--- config.mk ---
export PLATFORM = sky130hd
export DESIGN_NAME = dos_cell
export DESIGN_NICKNAME = d
export VERILOG_FILES = /design/src/dos_pkg.sv /design/src/dos_cell.sv
export SDC_FILE = /design/constraint.sdc
export NUM_CORES = 1
export LEC_CHECK = 0
export BUFFER_PORTS_ARGS = -buffer_cell sky130_fd_sc_hd__buf_2
export CAP_MARGIN = 20
export CORE_UTILIZATION = 44
export CTS_CLUSTER_SIZE = 24
export DETAILED_ROUTE_END_ITERATION = 8
export HOLD_SLACK_MARGIN = 0.12
export MAX_ROUTING_LAYER = met4
export PLACE_DENSITY_LB_ADDON = 0.2
export SYNTH_ARGS = -nofsm -noshare
export SYNTH_HDL_FRONTEND = slang
export SYNTH_SLANG_ARGS = --single-unit
--- constraint.sdc ---
create_clock -name clk -period 7.44 [get_ports clk]
set_clock_uncertainty 0.1 [all_clocks]
set_input_delay 1.488 -clock clk [delete_from_list [all_inputs] [get_ports clk]]
set_output_delay 1.488 -clock clk [all_outputs]
set_load 0.02 [all_outputs]
--- src/dos_pkg.sv ---
package dos_pkg;

  localparam int MAX_ENTRIES_DEFAULT = 64;
  localparam int HANDLE_W = 16;
  localparam int KEY_W    = 32;

  typedef struct packed {
    logic [HANDLE_W-1:0]    handle;
    logic signed [KEY_W-1:0] key;
    logic                   flag;
  } entry_t;

  typedef struct packed {
    logic insert;
    logic shift;
  } cell_ctl_t;

  // True when a stored entry must sit behind a newly arriving one.
  function automatic logic goes_after(entry_t stored, entry_t arriving);
    goes_after = (stored.key > arriving.key) ||
                 ((stored.key == arriving.key) && stored.flag && !arriving.flag);
  endfunction

endpackage

--- src/dos_cell.sv ---
module dos_cell
  import dos_pkg::*;
(
  input  logic      clk,
  input  cell_ctl_t ctl,
  input  logic      occupied,
  input  entry_t    new_entry,
  input  entry_t    left_entry,
  input  logic      left_after,
  input  entry_t    right_entry,
  output entry_t    entry,
  output logic      after
);

  // An empty cell counts as lying behind the arriving entry.
  assign after = !occupied || goes_after(entry, new_entry);

  always_ff @(posedge clk) begin
    if (ctl.insert) begin
      if (after) begin
        entry <= left_after ? left_entry : new_entry;
      end
    end else if (ctl.shift) begin
      entry <= right_entry;
    end
  end

endmodule

# Yosys cells after proc, flatten, opt, wreduce, memory -nomap -nowiden
# Index checks and enable logic that the tools add are counted.
[word_totals]
mem_count = 0
latch_bits = 0
mem_bits_ro = 0
ramBits = 0
word_cells = 18
ff_bits = 49
in_bits = 152
[classes]
multipliers = 0
div_mod_pow = 0
add_sub_neg = 0
mux = 4
shift = 0
n_eq_ne = 2
bitwise = 0
order_cmp = 1
reduce_logical = 8
[op_table]
columns = ["op", "n"]
rows = [
  ["two-way mux 49 bit", 4],
  ["equality test 32 bit", 1],
  ["greater-than comparator 32 bit", 1],
  ["logical AND 1 bit", 2],
  ["zero test 1 bit", 2],
  ["logical OR 1 bit", 2],
  ["!= test 2 x 1 -> 1 bit, second input constant", 1],
  ["AND reduction 2 bit", 1],
  ["nonzero test 2 bit", 1],
]

# Logic depth before layout (Yosys ltp)
# Gate-level depths: netlist of the first run.
[depth]
word_depth = 7
mapped_depth = 8

# Worst setup path after synthesis of the first run
# OpenSTA, ideal clock, no wires.
[synth_timing]
path_kind = "input port to flip-flop"
start = "input port new_entry[15] (netlist name)"
end = "register entry[0] (netlist name) (enable)"
setup_ps = 485
cell_stages = 7
arrival_ps = 5324
path_buffers = 0
path_slack_ps = 1531
path_cell_list = "inv_1 ha_1 nand4_1 nor4_1 nand4b_1 o2111a_1 a31oi_1"
[synth_via]
elab_chain_len = 7
elab_cells_between_ends = 8
cone_classes = "order compare: 1; eq/ne: 2; reduce/logical: 5"
[synth_lines]
columns = ["element", "line", "source"]
rows = [
  ["from (decl)", "dos_cell.sv:7", "input entry_t new_entry,"],
  ["branches (longest 3 deep; another with greater-than comparator 32 bit)", "--", ""],
  ["logical OR 1 bit (*)", "dos_pkg.sv:20", "goes_after = (stored.key > arriving.key) ||"],
  ["logical OR 1 bit (*)", "dos_cell.sv:16", "assign after = !occupied || goes_after(entry, new_entry);"],
  ["!= test 2 x 1 -> 1 bit (no source line) (*)", "--", ""],
  ["AND reduction 2 bit (no source line) (*)", "--", ""],
  ["to (signal assigned)", "dos_cell.sv:21", "entry <= left_after ? left_entry : new_entry;"],
  ["to (signal assigned)", "dos_cell.sv:24", "entry <= right_entry;"],
  ["to (decl)", "dos_cell.sv:11", "output entry_t entry,"],
]
# Mark *: on every way between the ends.
# A chain may end at the register's enable or synchronous reset.

# Worst setup path in the final report of the first run
[layout_timing]
start = "input port new_entry[15] (netlist name)"
end = "output port after"
[layout_via]
elab_chain_len = 5
elab_cells_between_ends = 6
cone_classes = "order compare: 1; eq/ne: 1; reduce/logical: 4"
[layout_lines]
columns = ["element", "line", "source"]
rows = [
  ["branches (longest 3 deep; another with greater-than comparator 32 bit)", "--", ""],
  ["logical OR 1 bit (*)", "dos_pkg.sv:20", ""],
  ["logical OR 1 bit (*)", "dos_cell.sv:16", ""],
  ["to (decl)", "dos_cell.sv:12", "output logic after"],
]
# Marked as above.

==> reports/qor.yml, run 1 <==
yosys:
  ys_seq_area_share_pct: 44.33
  ys_top_cells_by_area: "edfxtp_1 44%, mux2i_1 15%, ha_1 12%"
  synth_area_leader_cell: "edfxtp_1"
  syn_area_um2: 3319
  netlist-cell-type-count: 29
  ys_warn_count: 0
  syn_area_per_cell_um2: 9.968
  synth_top_area_share_pct: 44.33
  synthCells: 333
  yosys_register_bits: 49
  syn-num-nets: 517
timing:
  worst_hold_slack_ps: 1233
  slew_headroom_pct: 37.20
  min_period_ps: 4977
  final_max_slew_viol_count: 0
  grt_setup_unrepaired: "false"
  fin_ws_ps: 2463
  post-route-period-util_pct: 66.90
  hold_viol: 0
  fin_tns_setup_ps: 0
  setup_viol: 0
  clock.fmax_mhz: 200.9
  tightest_slew_ps: 942.0
pwr:
  p_per_area_nw_per_um2: 173.0
  p_leak_nw: 2.309
  swShare_pct: 30.75
  internal_power_w: 0.0005420
  p_seq_share_pct: 45.6
  p_switching_w: 0.0002406
  combPwrFrac_pct: 30.1
  vdd_drop_max_uv: 72.20
  clock_power_share_pct: 24.3
layout:
  final-instance-count-excl-fill: 627
  reg_top3: "entry x49"
  largest_reg_flops: 49
  final_cell_mix: "200 x buf_2, 60 x a21oi_1, 52 x nor2_1, 49 x mux2i_1, 49 x edfxtp_1"
  area_growth_pct: 36.30
  postLayoutCellArea_um2: 4524
  top_register: "entry"
  final_common_cell: "buf_2"
  drive_above_1_share_pct: 40.61
  final_nets: 710
routing:
  drt_iter0_markers: 64
  wl_per_cell_um: 13.03
  remaining_drc_errors: 0
  vias: 3073
  drtAntennaViolNets: 0
  first_pass_iters: 6
  routed_wl_um: 8167
  drt-vias-per-instance: 4.901
outcome:
  outcome: "complete, no violations"
clock_network:
  cts_setup_buffers: 0
  root_buffer: "clkbuf_8"
  cts_max_path_buffers: 2
  cts_tree: "yes"
  cts_sinks: 49
  ctsResizeCount: 0
  clk_pin_slew_worst_paths_ps: 90
  cts_buffers: 5
  clk-insertion-delay-late_ps: 300
  cts-hold-fix-buffers: 0
  cts-htree-levels: 2
setup_path:
  crit_path_end: "after"
  r2r-end: "entry[9]$_DFFE_PP_"
  cp-startpoint: "new_entry[15]"
  cp-start-kind: "primary input"
  arrival_ps: 3390
  cp-end-kind: "primary output"
  required_ps: 5850
  r2r_start: "entry[15]$_DFFE_PP_"
  r2r_setup_slack_ps: 4060
  cp_max_fo: 3
  path_class: "primary input to primary output"
  r2r_cells: 7
hold_path:
  hold_class: "register to register"
  min_path_cells: 3
  hold_start: "entry[0]$_DFFE_PP_"
grt:
  overflow: 0
  antenna_found_initial: 1
  grt_pass1_vias: 2768
  grt_pass1_wl_um: 11970
  grtUsageTotal_pct: 20.41
  grt_start_max_net_pins: 101
place:
  dpl.hpwl_um: 6419
  dp_slack_ps: 2460
  routabilityCongestion: 0.8138
  dp_cells: 618
  placed_area_um2: 4412
  numPortBuffers: 201
floorplan:
  dieArea_um2: 7895
  start_util_pct: 45.77
  die_y_um: 88.86
  core_um2: 7253
  rows: 31
  die_x_um: 88.86
  design.portCount: 202
flow_run:
  drv_cap: 0
-- critical path: stages --
cell	delay, ps
buf_2	100
inv_1	40
ha_1	300
nand4_1	160
nor4_1	530
nand2_1	110
o311ai_1	100
o2111a_1	310
nand2_1	60
buf_2	170
-- layer usage --
metal,vias to the layer above,wire [um],global-route usage [%]
met5,-,0,-
met4,0,72,4.839
met3,7,648,5.317
met2,120,4116,36.92
met1,1344,3330,22.30
li1,1602,-,-
-- layout make-up --
cell class | count | area (um^2)
antenna | 1 | 2.502
clock buffer | 5 | 68.82
clock inverter | 3 | 41.29
fill | 621 | 2729
inverter | 33 | 123.9
multi-input combinational | 234 | 1669
sequential | 49 | 1471
tap | 99 | 123.9
timing repair buffer | 203 | 1023
-- per-stage QoR --
step           power (W)  util (%)
5_1_grt        0.0008276     62.38
6_report       0.0007826     62.38
4_1_cts        0.0007899     62.34
3_5_place_dp   0.0006014     60.82
2_1_floorplan  0.0005054         -
3_3_place_gp   0.0005958     60.82
-- Yosys cell counts --
| cell | n |
|---|---|
| a21o_1 | 3 |
| a21oi_1 | 60 |
| a21oi_2 | 1 |
| a221o_1 | 2 |
| a221oi_1 | 1 |
| a31oi_1 | 1 |
| and4_1 | 1 |
| buf_1 | 1 |
| buf_2 | 5 |
| clkbuf_1 | 11 |
| edfxtp_1 | 49 |
| ha_1 | 32 |
| inv_1 | 33 |
| mux2i_1 | 49 |
| nand2_1 | 8 |
| nand2b_1 | 1 |
| nand3_1 | 3 |
| nand4_1 | 7 |
| nand4_2 | 1 |
| nand4b_1 | 1 |
| nor2_1 | 52 |
| nor3_1 | 2 |
| nor4_1 | 1 |
| nor4_2 | 1 |
| o2111a_1 | 1 |
| o21ai_0 | 3 |
| o21ai_1 | 1 |
| o21bai_1 | 1 |
| o311ai_1 | 1 |
-- logic make-up (layout without fill, tap and decap cells) --
family	count (synthesis)	after routing	synth area share (%)
flip-flops	49	49	44.33
buffers and inverters	50	244	5.842
multiplexers	49	49	14.78
other	0	1	0
AND/OR/NAND/NOR	78	78	10.52
adder cells (fa/ha/maj)	32	32	12.06
AO/OA/AOI/OAI	75	75	12.48
-- power by group through the flow --
| stage | Clock [W] | Combinational [W] | Sequential [W] |
|---|---|---|---|
| final | 0.000190 | 0.000236 | 0.000357 |
| after global routing | 0.000205 | 0.000262 | 0.000360 |
| after CTS | 0.000194 | 0.000239 | 0.000357 |
| after detailed placement | 0 | 0.000238 | 0.000363 |
| after global placement | 0 | 0.000234 | 0.000361 |
| after floorplan | 0 | 0.000103 | 0.000402 |
-- how the worst min path moves through the flow --
| stage | to | slack [ps] |
|---|---|---|
| finish | entry[28]$_DFFE_PP_ | 1230 |
| global route | entry[14]$_DFFE_PP_ | 1310 |
| CTS | entry[27]$_DFFE_PP_ | 1240 |
| detailed placement | entry[17]$_DFFE_PP_ | 1220 |
| global placement | entry[27]$_DFFE_PP_ | 1220 |
| floorplan | entry[0]$_DFFE_PP_ | 1610 |
No activity file was read; power rests on OpenSTA's default activity.
==> run 2, diff against run 1 <==
--- a/config.mk
+++ b/config.mk
@@ -5,9 +5,10 @@
 export SDC_FILE = /design/constraint.sdc
 export NUM_CORES = 1
 export LEC_CHECK = 0
+export ABC_AREA = 1
 export BUFFER_PORTS_ARGS = -buffer_cell sky130_fd_sc_hd__buf_2
 export CAP_MARGIN = 20
-export CORE_UTILIZATION = 44
+export CORE_UTILIZATION = 40
 export CTS_CLUSTER_SIZE = 24
 export DETAILED_ROUTE_END_ITERATION = 8
 export HOLD_SLACK_MARGIN = 0.12
==> constraint.sdc (replaced) <==
create_clock -name clk -period 4.22 [get_ports clk]
set_clock_uncertainty 0.1 [all_clocks]
set_input_delay 0.844 -clock clk [delete_from_list [all_inputs] [get_ports clk]]
set_output_delay 0.844 -clock clk [all_outputs]
set_load 0.02 [all_outputs]
==> run 2 against run 1 <==
Critical path depth rose by 2. Combinational power rose by 87%. Core utilization fell by 6.7 points. Final area rose by 0.53%. Largest cell class unchanged. Hold slack got worse by 510 ps. Flip-flop and latch count did not move. Clock power rose by 47%. Routed wire length rose by 13%. Via count rose by 13%. Register-to-register slack got worse by 2600 ps. Die area rose by 11%. Synthesized cell count rose by 26%. Critical endpoint unchanged.
==> reports/qor.yml, run 2 <==
outcome:
  outcome: "complete, no violations"
pwr:
  p_per_area_nw_per_um2: 297.7
  vdd_drop_max_uv: 145.4
  p_leak_nw: 2.328
place:
  placed_area_um2: 4462
  dpl.hpwl_um: 7033
  routabilityCongestion: 0.7479
  numPortBuffers: 201
setup_path:
  r2r-end: "entry[25]$_DFFE_PP_"
  cp-end-kind: "primary output"
  r2r_cells: 12
  cp-startpoint: "new_entry[32]"
  r2r_start: "entry[32]$_DFFE_PP_"
  arrival_ps: 2370
  path_class: "primary input to primary output"
  required_ps: 3280
  cp_max_fo: 4
  r2r_setup_slack_ps: 1480
  cp-start-kind: "primary input"
layout:
  reg_top3: "entry x49"
  drive_above_1_share_pct: 37.25
  seqCellArea_um2: 1471
  postLayoutCellArea_um2: 4548
  n_antenna_cell: 0
  area_growth_pct: 35.03
  largest_reg_flops: 49
  multi_input_area_um2: 1649
  fill_cells: 759
  top_register: "entry"
  final_nets: 795
  final_cell_mix: "201 x buf_2, 87 x nand2_1, 61 x o21ai_1, 55 x nor2_1, 49 x edfxtp_1"
  final_common_cell: "buf_2"
yosys:
  yosys_register_bits: 49
  syn_area_um2: 3368
  async_flop_share_pct: 0
  ys_top_cells_by_area: "edfxtp_1 44%, ha_1 12%, nand2_1 9.8%"
  synth_top_area_share_pct: 43.68
  syn-num-nets: 604
  synthCells: 420
  ys_warn_count: 0
  synth_area_leader_cell: "edfxtp_1"
  yosysMostFrequentCell: "nand2_1"
  netlist-cell-type-count: 23
  synth_edf_count: 49
  syn_area_per_cell_um2: 8.020
  ys_seq_area_share_pct: 43.68
  synth_ff_type: "edfxtp_1"
  synth.top_cells.by_count: "88 x nand2_1, 61 x o21ai_1, 55 x nor2_1"
routing:
  first_pass_iters: 4
  drt_iter0_markers: 134
  wl_per_cell_um: 12.82
  drt-vias-per-instance: 4.849
  vias: 3477
  routed_wl_um: 9194
  drtAntennaViolNets: 0
  remaining_drc_errors: 0
floorplan:
  rows: 33
  die_x_um: 93.77
  core_um2: 8175
  die_y_um: 93.77
  design.portCount: 202
  dieArea_um2: 8792
  start_util_pct: 41.20
timing:
  slew_headroom_pct: 42.49
  tightest_slew_ps: 862.6
  post-route-period-util_pct: 78.63
  grt_setup_unrepaired: "false"
  fin_tns_setup_ps: 0
  final_max_slew_viol_count: 0
  setup_viol: 0
  hold_viol: 0
  min_period_ps: 3318
  clock.fmax_mhz: 301.4
clock_network:
  cts-htree-levels: 2
  clk-insertion-delay-late_ps: 300
  cts_sinks: 49
  root_buffer: "clkbuf_8"
  cts_max_path_buffers: 2
  clk_pin_slew_worst_paths_ps: 90
  cts_buffers: 5
  cts_setup_buffers: 0
  cts_tree: "yes"
  ctsResizeCount: 0
  cts-hold-fix-buffers: 0
grt:
  grtUsageTotal_pct: 21.77
  grt_pass1_vias: 3159
  antenna_found_initial: 0
  grt_pass1_wl_um: 14430
  overflow: 0
  grt_start_max_net_pins: 52
hold_path:
  hold_start: "right_entry[28]"
  hold_class: "primary input to register"
  min_path_cells: 3
  holdPathEnd: "entry[28]$_DFFE_PP_"
flow_run:
  drv_cap: 0
run 2: cell types whose count changed after synthesis, sizes merged, moves of 3 or more:
cell	before	now
clkbuf	11	17
mux2i	49	0
buf	6	3
nand2	8	92
o21ai	4	100
nor2	52	59
inv	33	45
nand4	8	2
a21oi	61	14
run 2: kinds of logic (layout without fill, tap and decap cells):
kind of cell    Yosys count  in the layout  share of synthesized area, %
compound gates          118            118                         18.02
fa+ha+maj                32             32                         11.89
buf+inv                  65            257                         7.429
flops                    49             49                         43.68
simple gates            156            156                         18.98
run 2: worst max-delay path by stage:
stage,end,cells after the start
final,after,12
after global routing,after,12
after CTS,after,12
after detailed placement,entry[35]$_DFFE_PP_,14
after global placement,entry[35]$_DFFE_PP_,14
after floorplan,entry[0]$_DFFE_PP_,12
run 2: worst max-delay path, stage by stage:
cell and delay, ps:
buf_2 90, inv_1 40, ha_1 370, nand2_2 90, nor2_2 150, nand2_2 90, nor2_4 130, nand2_2 70
o31ai_2 170, inv_1 80, nand2_2 70, buf_2 180
run 2: per-stage QoR:
stage | hold slack [ps] | worst slack [ps] | std cells | util [%] | total power, W
detailed placement | 1033 | 853.6 | 709 | 54.58 | 0.001092
CTS | 716.7 | 864.5 | 717 | 55.63 | 0.001369
finish | 718.3 | 901.9 | 717 | 55.63 | 0.001354
floorplan | 941.7 | 600.3 | 420 | - | 0.0009052
global placement | 1031 | 896.8 | 709 | 54.58 | 0.001081
global route | 708.7 | 751.2 | 717 | 55.63 | 0.001443
run 2: area by class of cell:
class	instances	share of cell area (%)
repair buffers	204	22.89
flip-flops and latches	49	32.35
clock inverters	2	0.3026
inverters	45	3.714
well taps	105	2.889
clock buffers	6	1.596
multi-input cells	306	36.26
run 2: report_power, final:
group / switching, W / internal, W
combinational: 0.000268 / 0.000173
sequential: 0.0000243 / 0.000609
clock: 0.000161 / 0.000118
total: 0.000454 / 0.000900
run 2: routing by layer:
layer	GRT usage, %	vias to the layer above	part of all wire, %
met5	-	-	0
met4	5.385	0	1.6
met3	4.773	10	7.8
met2	36.37	148	48
met1	26.78	1530	43
li1	-	1789	-
